--- src/rtl/assert_macros.svh ---
// assertion helpers included by midpoint_line_rasterizer.sv
// each check is sampled on the rising clock edge and held off during reset
`ifndef ASSERT_MACROS_SVH
`define ASSERT_MACROS_SVH

`ifndef ASSERT_OFF

// property must hold at every sampled edge out of reset
`define ASSERT_PROP(lbl, clk, rst_n, prop) \
    lbl: assert property (@(posedge clk) disable iff (!rst_n) prop) \
        else $error("assertion failed");

// expression must never be true out of reset
`define ASSERT_NEVER(lbl, clk, rst_n, expr) \
    lbl: assert property (@(posedge clk) disable iff (!rst_n) !(expr)) \
        else $error("forbidden condition seen");

`else

`define ASSERT_PROP(lbl, clk, rst_n, prop)
`define ASSERT_NEVER(lbl, clk, rst_n, expr)

`endif

`endif

--- src/rtl/mlr_pkg.sv ---
`default_nettype none

package mlr_pkg;

    // command codes carried in s_tuser
    localparam logic CMD_LOAD  = 1'b0;
    localparam logic CMD_PIXEL = 1'b1;

    localparam int unsigned CW = 12;  // coordinate width
    localparam int unsigned YW = 14;  // flipped y width
    localparam int unsigned HW = 13;  // window height width
    localparam int unsigned DW = 16;  // decision variable width
    localparam int unsigned SW = 15;  // step width

    // octant cases after ordering by x
    typedef enum logic [1:0] {
        OCT_SHALLOW_UP   = 2'd0,  // major x, y rises (incl. horizontal)
        OCT_STEEP_UP     = 2'd1,  // major y rising, x rises
        OCT_STEEP_DOWN   = 2'd2,  // major y falling, x rises
        OCT_SHALLOW_DOWN = 2'd3   // major x, y falls (incl. slope -1)
    } octant_t;

    // line state produced by endpoint setup
    typedef struct packed {
        octant_t               octant;
        logic [CW-1:0]         major_pos;
        logic [CW-1:0]         major_end;
        logic [CW-1:0]         minor_pos;
        logic signed [DW-1:0]  decision;
        logic signed [SW-1:0]  step_same;
        logic signed [SW-1:0]  step_diag;
    } line_setup_t;

endpackage

`default_nettype wire

--- src/rtl/mlr_setup.sv ---
`default_nettype none

module mlr_setup
    import mlr_pkg::*;
(
    input  wire logic [CW-1:0] x_a,
    input  wire logic [CW-1:0] y_a,
    input  wire logic [CW-1:0] x_b,
    input  wire logic [CW-1:0] y_b,
    output line_setup_t        setup
);

    logic                 swap;
    logic [CW-1:0]        x0, y0, x1, y1;
    logic [CW-1:0]        dx;
    logic signed [CW:0]   dx_s;
    logic signed [CW:0]   dy;
    logic signed [CW:0]   dy_neg;
    logic [CW-1:0]        dmaj, dmin;

    // order endpoints so drawing runs left to right
    assign swap = (x_b < x_a);
    assign x0   = swap ? x_b : x_a;
    assign y0   = swap ? y_b : y_a;
    assign x1   = swap ? x_a : x_b;
    assign y1   = swap ? y_a : y_b;

    assign dx     = x1 - x0;
    assign dx_s   = $signed({1'b0, dx});
    assign dy     = $signed({1'b0, y1}) - $signed({1'b0, y0});
    assign dy_neg = -dy;

    // classify into one of four octant cases
    always_comb begin
        setup = '0;
        dmaj  = dx;
        dmin  = dx;
        priority if (!dy[CW] && (dy <= dx_s)) begin
            setup.octant    = OCT_SHALLOW_UP;
            setup.major_pos = x0;
            setup.major_end = x1;
            setup.minor_pos = y0;
            dmaj            = dx;
            dmin            = dy[CW-1:0];
        end else if (dy > dx_s) begin
            setup.octant    = OCT_STEEP_UP;
            setup.major_pos = y0;
            setup.major_end = y1;
            setup.minor_pos = x0;
            dmaj            = dy[CW-1:0];
            dmin            = dx;
        end else if (dy_neg > dx_s) begin
            setup.octant    = OCT_STEEP_DOWN;
            setup.major_pos = y0;
            setup.major_end = y1;
            setup.minor_pos = x0;
            dmaj            = dy_neg[CW-1:0];
            dmin            = dx;
        end else begin
            setup.octant    = OCT_SHALLOW_DOWN;
            setup.major_pos = x0;
            setup.major_end = x1;
            setup.minor_pos = y0;
            dmaj            = dx;
            dmin            = dy_neg[CW-1:0];
        end
        // doubled midpoint test and its two increments
        setup.decision  = $signed({{(DW-CW){1'b0}}, dmaj})
                        - $signed({{(DW-CW-1){1'b0}}, dmin, 1'b0});
        setup.step_same = $signed({SW{1'b0}})
                        - $signed({{(SW-CW-1){1'b0}}, dmin, 1'b0});
        setup.step_diag = $signed({{(SW-CW-1){1'b0}}, dmaj, 1'b0})
                        - $signed({{(SW-CW-1){1'b0}}, dmin, 1'b0});
    end

endmodule

`default_nettype wire

--- src/rtl/midpoint_line_rasterizer.sv ---
// Midpoint line rasterizer, all octants.
//
// Input stream (s_*): s_tuser = 0 loads two endpoints from s_tdata and returns
// nothing; s_tuser = 1 requests the next pixel of the loaded line. A request
// while no line is active returns nothing. A load while a line is active drops
// the old line. Output stream (m_*): one transfer per pixel, m_tlast on the
// final pixel; pixel y is given as window_height minus y, 14-bit two's complement.
// Config channel (cfg_*): writes window_height, always ready, meant while idle.
//
// A pixel appears on m_* in the cycle after its request transfer.
// Throughput: one item per cycle while the output register is free; each pixel
// step is a single add on the decision register plus the endpoint compare, done
// between state and the output register; loads are accepted at the same rate.
// Stall: the output register frees when m_tready is high, so s_tready follows
// m_tready when a pixel is pending; no item is lost under back pressure.
// Reset (aresetn low, synchronous): no line active, output empty,
// window_height returns to 512.

`default_nettype none

`include "assert_macros.svh"

module midpoint_line_rasterizer
    import mlr_pkg::*;
#(
    parameter int COORD_BITS = 12
) (
    input  wire logic          aclk,
    input  wire logic          aresetn,
    // input stream
    input  wire logic          s_tvalid,
    output      logic          s_tready,
    input  wire logic [47:0]   s_tdata,   // x_start, y_start, x_end, y_end (12 bits each)
    input  wire logic [0:0]    s_tuser,   // cmd
    // result stream
    output      logic          m_tvalid,
    input  wire logic          m_tready,
    output      logic [31:0]   m_tdata,   // pixel_x[11:0], pixel_y[25:12], zero pad
    output      logic          m_tlast,   // last_pixel
    // configuration
    input  wire logic          cfg_valid,
    output      logic          cfg_ready,
    input  wire logic [HW-1:0] cfg_data   // window_height
);

    localparam logic [CW-1:0] CoordMask =
        (COORD_BITS >= CW) ? {CW{1'b1}} : CW'((1 << COORD_BITS) - 1);
    localparam logic [HW-1:0] HeightReset = HW'(512);

    line_setup_t          setup;
    logic                 s_fire;
    logic                 pix_req;
    logic                 at_end;
    logic [CW-1:0]        cur_x, cur_y;

    logic                 busy_reg, busy_next;
    octant_t              octant_reg, octant_next;
    logic [CW-1:0]        major_pos_reg, major_pos_next;
    logic [CW-1:0]        major_end_reg, major_end_next;
    logic [CW-1:0]        minor_pos_reg, minor_pos_next;
    logic signed [DW-1:0] decision_reg, decision_next;
    logic signed [SW-1:0] step_same_reg, step_same_next;
    logic signed [SW-1:0] step_diag_reg, step_diag_next;
    logic [HW-1:0]        height_reg;

    logic                 out_valid_reg, out_valid_next;
    logic [CW-1:0]        out_x_reg, out_x_next;
    logic [YW-1:0]        out_y_reg, out_y_next;
    logic                 out_last_reg, out_last_next;

    // endpoint setup for load commands
    mlr_setup u_setup (
        .x_a   (s_tdata[11:0]  & CoordMask),
        .y_a   (s_tdata[23:12] & CoordMask),
        .x_b   (s_tdata[35:24] & CoordMask),
        .y_b   (s_tdata[47:36] & CoordMask),
        .setup (setup)
    );

    // handshake: take an item whenever the output register is free this cycle
    assign s_tready  = !out_valid_reg || m_tready;
    assign s_fire    = s_tvalid && s_tready;
    assign pix_req   = s_fire && (s_tuser[0] == CMD_PIXEL);
    assign cfg_ready = 1'b1;

    // current pixel on the display axes
    assign at_end = (major_pos_reg == major_end_reg);
    assign cur_x  = ((octant_reg == OCT_STEEP_UP) || (octant_reg == OCT_STEEP_DOWN))
                  ? minor_pos_reg : major_pos_reg;
    assign cur_y  = ((octant_reg == OCT_STEEP_UP) || (octant_reg == OCT_STEEP_DOWN))
                  ? major_pos_reg : minor_pos_reg;

    // line state update
    always_comb begin
        busy_next      = busy_reg;
        octant_next    = octant_reg;
        major_pos_next = major_pos_reg;
        major_end_next = major_end_reg;
        minor_pos_next = minor_pos_reg;
        decision_next  = decision_reg;
        step_same_next = step_same_reg;
        step_diag_next = step_diag_reg;
        if (s_fire && (s_tuser[0] == CMD_LOAD)) begin
            busy_next      = 1'b1;
            octant_next    = setup.octant;
            major_pos_next = setup.major_pos;
            major_end_next = setup.major_end;
            minor_pos_next = setup.minor_pos;
            decision_next  = setup.decision;
            step_same_next = setup.step_same;
            step_diag_next = setup.step_diag;
        end else if (pix_req && busy_reg) begin
            if (at_end) begin
                busy_next = 1'b0;
            end else begin
                major_pos_next = (octant_reg == OCT_STEEP_DOWN)
                               ? major_pos_reg - CW'(1) : major_pos_reg + CW'(1);
                if (decision_reg[DW-1]) begin
                    minor_pos_next = (octant_reg == OCT_SHALLOW_DOWN)
                                   ? minor_pos_reg - CW'(1) : minor_pos_reg + CW'(1);
                    decision_next  = decision_reg + DW'(step_diag_reg);
                end else begin
                    decision_next  = decision_reg + DW'(step_same_reg);
                end
            end
        end
    end

    // output register
    always_comb begin
        out_valid_next = out_valid_reg;
        out_x_next     = out_x_reg;
        out_y_next     = out_y_reg;
        out_last_next  = out_last_reg;
        if (s_fire) begin
            out_valid_next = pix_req && busy_reg;
            out_x_next     = cur_x;
            out_y_next     = {1'b0, height_reg} - {{(YW-CW){1'b0}}, cur_y};
            out_last_next  = at_end;
        end else if (m_tready) begin
            out_valid_next = 1'b0;
        end
    end

    always_ff @(posedge aclk) begin
        if (!aresetn) begin
            busy_reg      <= 1'b0;
            octant_reg    <= OCT_SHALLOW_UP;
            major_pos_reg <= '0;
            major_end_reg <= '0;
            minor_pos_reg <= '0;
            decision_reg  <= '0;
            step_same_reg <= '0;
            step_diag_reg <= '0;
            out_valid_reg <= 1'b0;
            height_reg    <= HeightReset;
        end else begin
            busy_reg      <= busy_next;
            octant_reg    <= octant_next;
            major_pos_reg <= major_pos_next;
            major_end_reg <= major_end_next;
            minor_pos_reg <= minor_pos_next;
            decision_reg  <= decision_next;
            step_same_reg <= step_same_next;
            step_diag_reg <= step_diag_next;
            out_valid_reg <= out_valid_next;
            if (cfg_valid && cfg_ready) begin
                height_reg <= cfg_data;
            end
        end
    end

    // payload, no reset
    always_ff @(posedge aclk) begin
        out_x_reg    <= out_x_next;
        out_y_reg    <= out_y_next;
        out_last_reg <= out_last_next;
    end

    assign m_tvalid = out_valid_reg;
    assign m_tdata  = {{(32-CW-YW){1'b0}}, out_y_reg, out_x_reg};
    assign m_tlast  = out_last_reg;

    // major position never passes the end point
    `ASSERT_NEVER(a_rise_overrun, aclk, aresetn,
        busy_reg && (octant_reg != OCT_STEEP_DOWN) && (major_pos_reg > major_end_reg))
    `ASSERT_NEVER(a_fall_overrun, aclk, aresetn,
        busy_reg && (octant_reg == OCT_STEEP_DOWN) && (major_pos_reg < major_end_reg))
    // a request on an active line yields a pixel next cycle
    `ASSERT_PROP(a_pixel_out, aclk, aresetn,
        (pix_req && busy_reg) |=> m_tvalid)
    // the final pixel ends the line
    `ASSERT_PROP(a_last_ends, aclk, aresetn,
        (pix_req && busy_reg && at_end) |=> (!busy_reg && m_tlast))

endmodule

`default_nettype wire

--- config.mk ---
export PLATFORM = sky130hd
export DESIGN_NAME = midpoint_line_rasterizer
export DESIGN_NICKNAME = d
export VERILOG_FILES = /design/src/rtl/mlr_pkg.sv /design/src/rtl/mlr_setup.sv /design/src/rtl/midpoint_line_rasterizer.sv
export VERILOG_INCLUDE_DIRS = /design/src /design/src/rtl
export SDC_FILE = /design/constraint.sdc
export NUM_CORES = 1
export LEC_CHECK = 0
export BUFFER_PORTS_ARGS = -buffer_cell sky130_fd_sc_hd__buf_2
export CORE_MARGIN = 10
export CORE_UTILIZATION = 60
export CTS_BUF_LIST = sky130_fd_sc_hd__clkbuf_2
export DETAILED_ROUTE_END_ITERATION = 8
export PLACE_DENSITY = 0.86
export SETUP_SLACK_MARGIN = 0.15
export SLEW_MARGIN = 5
export SYNTH_ARGS = -nofsm -noshare
export SYNTH_HDL_FRONTEND = slang
export SYNTH_SLANG_ARGS = --single-unit
--- constraint.sdc ---
create_clock -name aclk -period 22.5 [get_ports aclk]
set_input_delay 1.125 -clock aclk [delete_from_list [all_inputs] [get_ports aclk]]
set_output_delay 1.125 -clock aclk [all_outputs]
set_load 0.1 [all_outputs]
==> impl_metrics.csv, run 1 <==
group,metric,value,unit
floorplanning,die_w,165.3,um
setup_path,required,23.05,ns
yosys,synth.distinct_cells,105,
sta,final.min_clock_period,9.622,ns
setup_path,path_common_cell,"ha_1",
floorplanning,std_cell_rows,53,
sta,setup_viol,0,
placement,gp_congestion,1.027,
yosys,yosysWarnings,0,
placement,portBuffers,95,
yosys,async_flop_share,0,
yosys,netlist.area_leader.share,0.1485,
power_and_ir_drop,p_comb_frac,0.720,
yosys,ys.flop_type,"dfxtp_1",
cts,cts_resized,0,
placement,hpwl,27.61,mm
flow_run,cap_violations,0,
yosys,avgSynthCellArea,7.788,sq um
power_and_ir_drop,p_leak,5.802,nW
outcome,outcome,"finished, final reports clean",
route,drcViolationCount,0,
floorplanning,ios,103,
route,dr.pass1.iters,8,
cells_and_area,largest_reg_flops,15,
sta,setup_tns,0,ns
cts,cts_buffers,17,
hold_path,holdCritPathClass,"flip-flop to flip-flop",
cts,clk_latency,0.70,ns
sta,worst_slew_pin_slew,1.124,ns
yosys,yosys.area.top_type,"dfxtp_1",
cells_and_area,fin_nets,1833,
sta,fmax,0.1039,GHz
floorplanning,start_util,0.6066,
cells_and_area,drive_gt1_frac,0.1340,
power_and_ir_drop,sw_frac_of_total,0.5287,
yosys,netlist_instances,1627,
sta,slew_violations,0,
setup_path,start_kind,"input port",
power_and_ir_drop,p_clk_frac,0.097,
global_routing,grt_max_degree,79,
cts,postCtsSetupRepairBufs,0,
floorplanning,core,0.02089,sq mm
yosys,syn-cell-area,0.01267,sq mm
power_and_ir_drop,powerDensity,116.0,mW/mm^2
yosys,synth_edf_count,27,
yosys,yosysMostFrequentCell,"nand2_1",
global_routing,grt_use_total,0.2566,
cells_and_area,area_growth,6.349,%
setup_path,critPathKind,"input port to flip-flop",
sta,clock_skew,0.05250,ns
global_routing,gr-total-overflow,0,
floorplanning,die_height,165.3,um
cts,holdBufCountCts,0,
route,first_iter_violations,1170,
setup_path,crit_slowest_cell,"a311oi_4",
cts,clock_sinks,121,
route,drt-wirelength-per-cell,18.31,um
sta,slew_headroom,0.2497,
route,wl,35.80,mm
yosys,yosysSeqAreaShare,0.2125,
route,viasPerCell,6.297,
power_and_ir_drop,p_int,0.7369,mW
route,vias,12310,
setup_path,max_stage_delay,0.92,ns
route,ant_nets,0,
global_routing,grt_pass1_vias,11330,
global_routing,grt_pass1_wl,57.39,mm
cts,ctsHtreeMaxLevel,4,
cts,cts_tree,"built",
power_and_ir_drop,ir_drop,65.38,uV
sta,period_share,0.4277,
power_and_ir_drop,p_seq_frac,0.183,
yosys,synth_commonest_cells,"181 x nand2_1, 160 x nor2_1, 122 x a21oi_1",
setup_path,cp-end-kind,"flip-flop",
setup_path,path_max_fanout,22,
yosys,ys_ff_latch,121,
cts,clk_pin_slew,0.16,ns
setup_path,crit_arrival,10.17,ns
power_and_ir_drop,power.net_switching,0.8266,mW
global_routing,antenna_found_initial,1,
cts,clockBufferDepth,2,
cells_and_area,finish.utilization,0.6451,
yosys,synth_area_leaders,"dfxtp_1 15%, ha_1 9.5%, edfxtp_1 6.4%",
sta,rsz0062_at_grt,"no",
cts,cts-root-buf,"clkbuf_2",
floorplanning,die_area,0.02733,sq mm
sta,finalHoldViolations,0,
==> final timing paths <==
| kind | from | endpoint | slack [ns] | cells past startpoint |
|---|---|---|---|---|
| worst max-delay path | s_tdata[10] | decision_reg[14] | 12.88 | 39 |
| worst min-delay path | step_diag_reg[7] | step_diag_reg[7] | 0.46 | 2 |
| worst max register to register | decision_reg[15] | decision_reg[15] | 17.66 | 22 |
| worst min register to register | step_diag_reg[7] | step_diag_reg[7] | 0.46 | 2 |
==> critical path, delay by kind of cell <==
family	cells	cell delay, ns
simple gates	13	3.09
mux	1	0.21
fa+ha+maj	5	1.47
compound gates	14	3.65
xor+xnor	1	0.19
buf+inv	5	0.41
==> cell usage in the layout (no fill, tap or decap), types with 6 or more instances in the layout <==
cell      instances
edfxtp_1         27
a21oi_1         122
o211a_1           7
nand4_1          10
nor3_1           24
or3_1            15
clkbuf_2         18
conb_1            7
xor2_1           41
buf_2            95
mux2_2           27
ha_1             96
o21bai_1         13
a31oi_1          12
maj3_1           13
o21a_1           19
o211ai_1         35
inv_1            90
nor4_1           11
dfxtp_1          94
xnor2_1          58
or2_2            11
a221oi_1          6
nand2_1         181
and2_1           19
a211o_1           8
buf_4             8
nor2_1          158
a211oi_1         58
o21ai_0          83
nand2b_1         27
a311oi_1          9
nand3_1          30
clkinv_4          6
mux2i_1          57
nor2b_1          23
a21o_1           22
==> per-layer routing <==
metal,track usage,part of all wire,up-vias
met3,0.03446,0.089,68
met1,0.3433,0.43,5709
li1,-,-,5982
met5,0,0,-
met2,0.4220,0.46,552
met4,0.07622,0.023,0
==> power by group through the flow <==
| stage | logic [mW] | clock network [mW] | registers (mW) |
|---|---|---|---|
| 6_report | 1.13 | 0.152 | 0.286 |
| 5_1_grt | 1.23 | 0.163 | 0.291 |
| 4_1_cts | 1.10 | 0.153 | 0.286 |
| 3_5_place_dp | 1.10 | 0 | 0.291 |
| 3_3_place_gp | 1.07 | 0 | 0.289 |
| 2_1_floorplan | 0.813 | 0 | 0.351 |
==> area by class of cell <==
cell class,instances,area (sq um)
diodes,1,2.502
fillers,1788,7413
clock inverters,14,173.9
flip-flops and latches,121,2693
repair buffers,103,535.5
clock buffers,18,90.09
inverters,92,345.3
well taps,275,344.1
multi-input cells,1331,9291
==> per-stage QoR <==
| stage | total power, mW | std cells | cell area [sq um] | setup WS [ns] | hold slack [ns] |
|---|---|---|---|---|---|
| final | 1.564 | 1955 | 13480 | 12.88 | 0.4616 |
| after global routing | 1.682 | 1955 | 13480 | 12.17 | 0.4912 |
| after CTS | 1.543 | 1954 | 13470 | 13.09 | 0.4659 |
| after detailed placement | 1.388 | 1922 | 13210 | 12.37 | 0.4448 |
| after global placement | 1.358 | 1922 | 13210 | 12.54 | 0.4371 |
| after floorplan | 1.164 | 1632 | 12690 | 13.22 | 0.4284 |
==> cells by family after synthesis <==
kind of cell	share of synthesized area
and+or+nand+nor	0.1961
AOI/OAI and AO/OA	0.2746
buffers and inverters	0.05806
DFF	0.2125
adders and majority gates	0.1123
xor gates and xnor gates	0.06971
muxes	0.07613
other	0.0005927
Note: power is estimated with default switching activity, not from simulation.
==> run 2: changes to the inputs <==
--- a/config.mk
+++ b/config.mk
@@ -6,6 +6,7 @@
 export SDC_FILE = /design/constraint.sdc
 export NUM_CORES = 1
 export LEC_CHECK = 0
+export ABC_AREA = 1
 export BUFFER_PORTS_ARGS = -buffer_cell sky130_fd_sc_hd__buf_2
 export CORE_MARGIN = 10
 export CORE_UTILIZATION = 60
==> constraint.sdc (replaced) <==
create_clock -name aclk -period 9.22 [get_ports aclk]
set_input_delay 0.461 -clock aclk [delete_from_list [all_inputs] [get_ports aclk]]
set_output_delay 0.461 -clock aclk [all_outputs]
set_load 0.1 [all_outputs]
==> impl_metrics.csv, run 2 <==
group,metric,value,unit
sta,setup_viol,0,
placement,hpwl,29.54,mm
outcome,outcome,"finished, final reports clean",
cts,cts-root-buf,"clkbuf_2",
yosys,synth.distinct_cells,65,
floorplanning,core,0.02030,sq mm
sta,worst_slew_pin_slew,0.9983,ns
setup_path,path_common_cell,"nand2_1",
yosys,async_flop_share,0,
setup_path,crit_family,"simple AND/OR/NAND/NOR gates",
global_routing,grt_pass1_vias,12060,
sta,final.min_clock_period,7.483,ns
setup_path,rr_worst_depth,19,
route,ant_nets,0,
setup_path,required,9.81,ns
setup_path,endpoint,"decision_reg[13]",
cts,cts_resized,0,
global_routing,gr-total-overflow,0,
cells_and_area,fin_nets,2177,
setup_path,r2r_slack,5.51,ns
setup_path,cp-end-kind,"flip-flop",
setup_path,path_max_fanout,42,
setup_path,path_buf_inv,6,
cells_and_area,largest_reg_flops,15,
setup_path,crit_slowest_cell,"inv_2",
cts,ctsHtreeMaxLevel,4,
setup_path,r2r-start,"octant_reg[0]",
sta,clock_skew,0.05199,ns
placement,placed_cell_area,0.01296,sq mm
cells_and_area,fill_cells,1905,
yosys,yosysMostFrequentCell,"nand2_1",
cells_and_area,drive_gt1_frac,0.1280,
cells_and_area,final_cell_mix,"471 x nand2_1, 249 x inv_1, 167 x o21ai_0",
placement,pre_cts_slack,1.259,ns
flow_run,cap_violations,0,
cts,cts_buffers,17,
setup_path,critPathLaunch,"s_tdata[10]",
yosys,yosys.area.top_type,"dfxtp_1",
cts,cts_tree,"built",
cts,clk_pin_slew,0.18,ns
yosys,synth_commonest_cells,"471 x nand2_1, 249 x inv_1, 167 x o21ai_0",
floorplanning,start_util,0.6135,
cells_and_area,instances_no_fill,2294,
setup_path,crit_arrival,8.07,ns
placement,dp.cells,2250,
global_routing,antenna_found_initial,1,
setup_path,crit-reg2reg-capture,"out_y_reg[12]",
route,wl,37.69,mm
cells_and_area,finalInstanceArea,0.01335,sq mm
yosys,netlist.area_leader.share,0.1511,
cts,clock_sinks,121,
cts,postCtsSetupRepairBufs,0,
setup_path,path_depth,44,
floorplanning,ios,103,
sta,slew_headroom,0.3337,
sta,fin_ws,1.737,ns
power_and_ir_drop,powerDensity,271.1,mW/mm^2
yosys,ys_ff_latch,121,
sta,finalHoldViolations,0,
sta,fmax,0.1336,GHz
power_and_ir_drop,ir_drop,124.8,uV
sta,slew_violations,0,
yosys,synth_area_leaders,"dfxtp_1 15%, nand2_1 14%, ha_1 9.6%",
yosys,ys.flop_type,"dfxtp_1",
placement,gp_congestion,1.068,
setup_path,start_kind,"input port",
yosys,yosysWarnings,0,
yosys,syn-cell-area,0.01245,sq mm
route,first_iter_violations,1251,
placement,portBuffers,95,
route,dr.pass1.iters,8,
floorplanning,std_cell_rows,52,
floorplanning,die_area,0.02692,sq mm
yosys,yosysSeqAreaShare,0.2162,
global_routing,grt_pass1_wl,60.58,mm
sta,rsz0062_at_grt,"no",
global_routing,grt_use_total,0.2742,
yosys,synth_edf_count,27,
cells_and_area,area_growth,7.194,%
floorplanning,die_w,164.1,um
route,drcViolationCount,0,
yosys,avgSynthCellArea,6.406,sq um
sta,period_share,0.8116,
route,viasPerCell,5.760,
power_and_ir_drop,p_leak,6.881,nW
route,drt-wirelength-per-cell,16.43,um
cts,holdBufCountCts,8,
cts,clockBufferDepth,2,
cells_and_area,final_common_cell,"nand2_1",
global_routing,grt_max_degree,59,
hold_path,holdCritPathClass,"input port to flip-flop",
setup_path,critPathKind,"input port to flip-flop",
cts,clk_latency,0.71,ns
floorplanning,die_height,164.1,um
setup_path,max_stage_delay,0.55,ns
route,vias,13210,
yosys,netlist_instances,1944,
sta,setup_tns,0,ns
## run 2: cell types whose count changed in the layout (fill, tap and decap cells not counted), sizes merged, moves of 23 or more
cell / delta
nand2: +330
inv: +182
o21ai: +118
nand3: +86
a211oi: -55
mux2i: -54
xnor2: -35
nand2b: -28
mux2: -27
a21oi: +24
nand4: +23
nor2b: -23
## run 2: area by class of cell
cell class	instances	area, sq um	area share
flip-flops and latches	121	2693	0.2017
inverters	270	1013	0.07592
clock buffers	18	90.09	0.006748
repair buffers	115	653.1	0.04893
multi-input cells	1485	8372	0.6271
diodes	1	2.502	0.0001875
clock inverters	14	187.7	0.01406
well taps	270	337.8	0.02531
## run 2: cells by family (layout without fill, tap and decap cells)
family,after synthesis,after routing,synth area share
and+or+nand+nor,862,862,0.3111
adders and majority gates,100,100,0.1029
buffers and inverters,343,417,0.1136
xor gates and xnor gates,68,68,0.04843
other,2,8,0.0006031
muxes,3,3,0.002411
AOI/OAI and AO/OA,445,445,0.2048
DFF,121,121,0.2162
## run 2: stage by stage
| step | util | power, mW | hold slack [ns] |
|---|---|---|---|
| floorplan | - | 2.639 | 0.4292 |
| global placement | 0.6384 | 3.126 | 0.4423 |
| detailed placement | 0.6384 | 3.164 | 0.4487 |
| CTS | 0.6560 | 3.561 | 0.004626 |
| global route | 0.6576 | 3.918 | -0.003288 |
| finish | 0.6576 | 3.619 | 0.03154 |
## run 2: worst min path at each step
stage / from / end / slack (ns) / cells past startpoint
3_5_place_dp: step_diag_reg[2] / step_diag_reg[2] / 0.45 / 2
6_report: cfg_data[10] / height_reg[10] / 0.03 / 3
5_1_grt: cfg_data[0] / height_reg[0] / -0.003 / 3
4_1_cts: cfg_data[2] / height_reg[2] / 0.005 / 3
3_3_place_gp: step_diag_reg[2] / step_diag_reg[2] / 0.44 / 2
2_1_floorplan: step_diag_reg[2] / step_diag_reg[2] / 0.43 / 2
## run 2: power by group
part	internal (mW)	switching, mW	leakage [nW]	total [mW]
combinational	0.758	1.79	5.67	2.55
sequential	0.634	0.0431	1.05	0.678
clock	0.160	0.228	0.162	0.389
## run 2: worst reg2reg max path: cells and delay by family, from the launching register on
kind | cells | cell delay (ns)
XOR/XNOR | 1 | 0.08
adder cells (fa/ha/maj) | 3 | 0.93
AND/OR/NAND/NOR | 6 | 0.58
flip-flops | 1 | 0.45
AO/OA/AOI/OAI | 5 | 0.99
buffers and inverters | 4 | 0.42
## run 2: routing by layer
layer  part of all wire  GRT usage  up-vias  wire length, um
met5                  0          0        -                0
met2               0.45     0.4483      632            16970
met1               0.44     0.3693     5950            16720
met3              0.084    0.03830       68             3179
met4              0.022    0.07595        0              819
li1                   -          -     6563                -
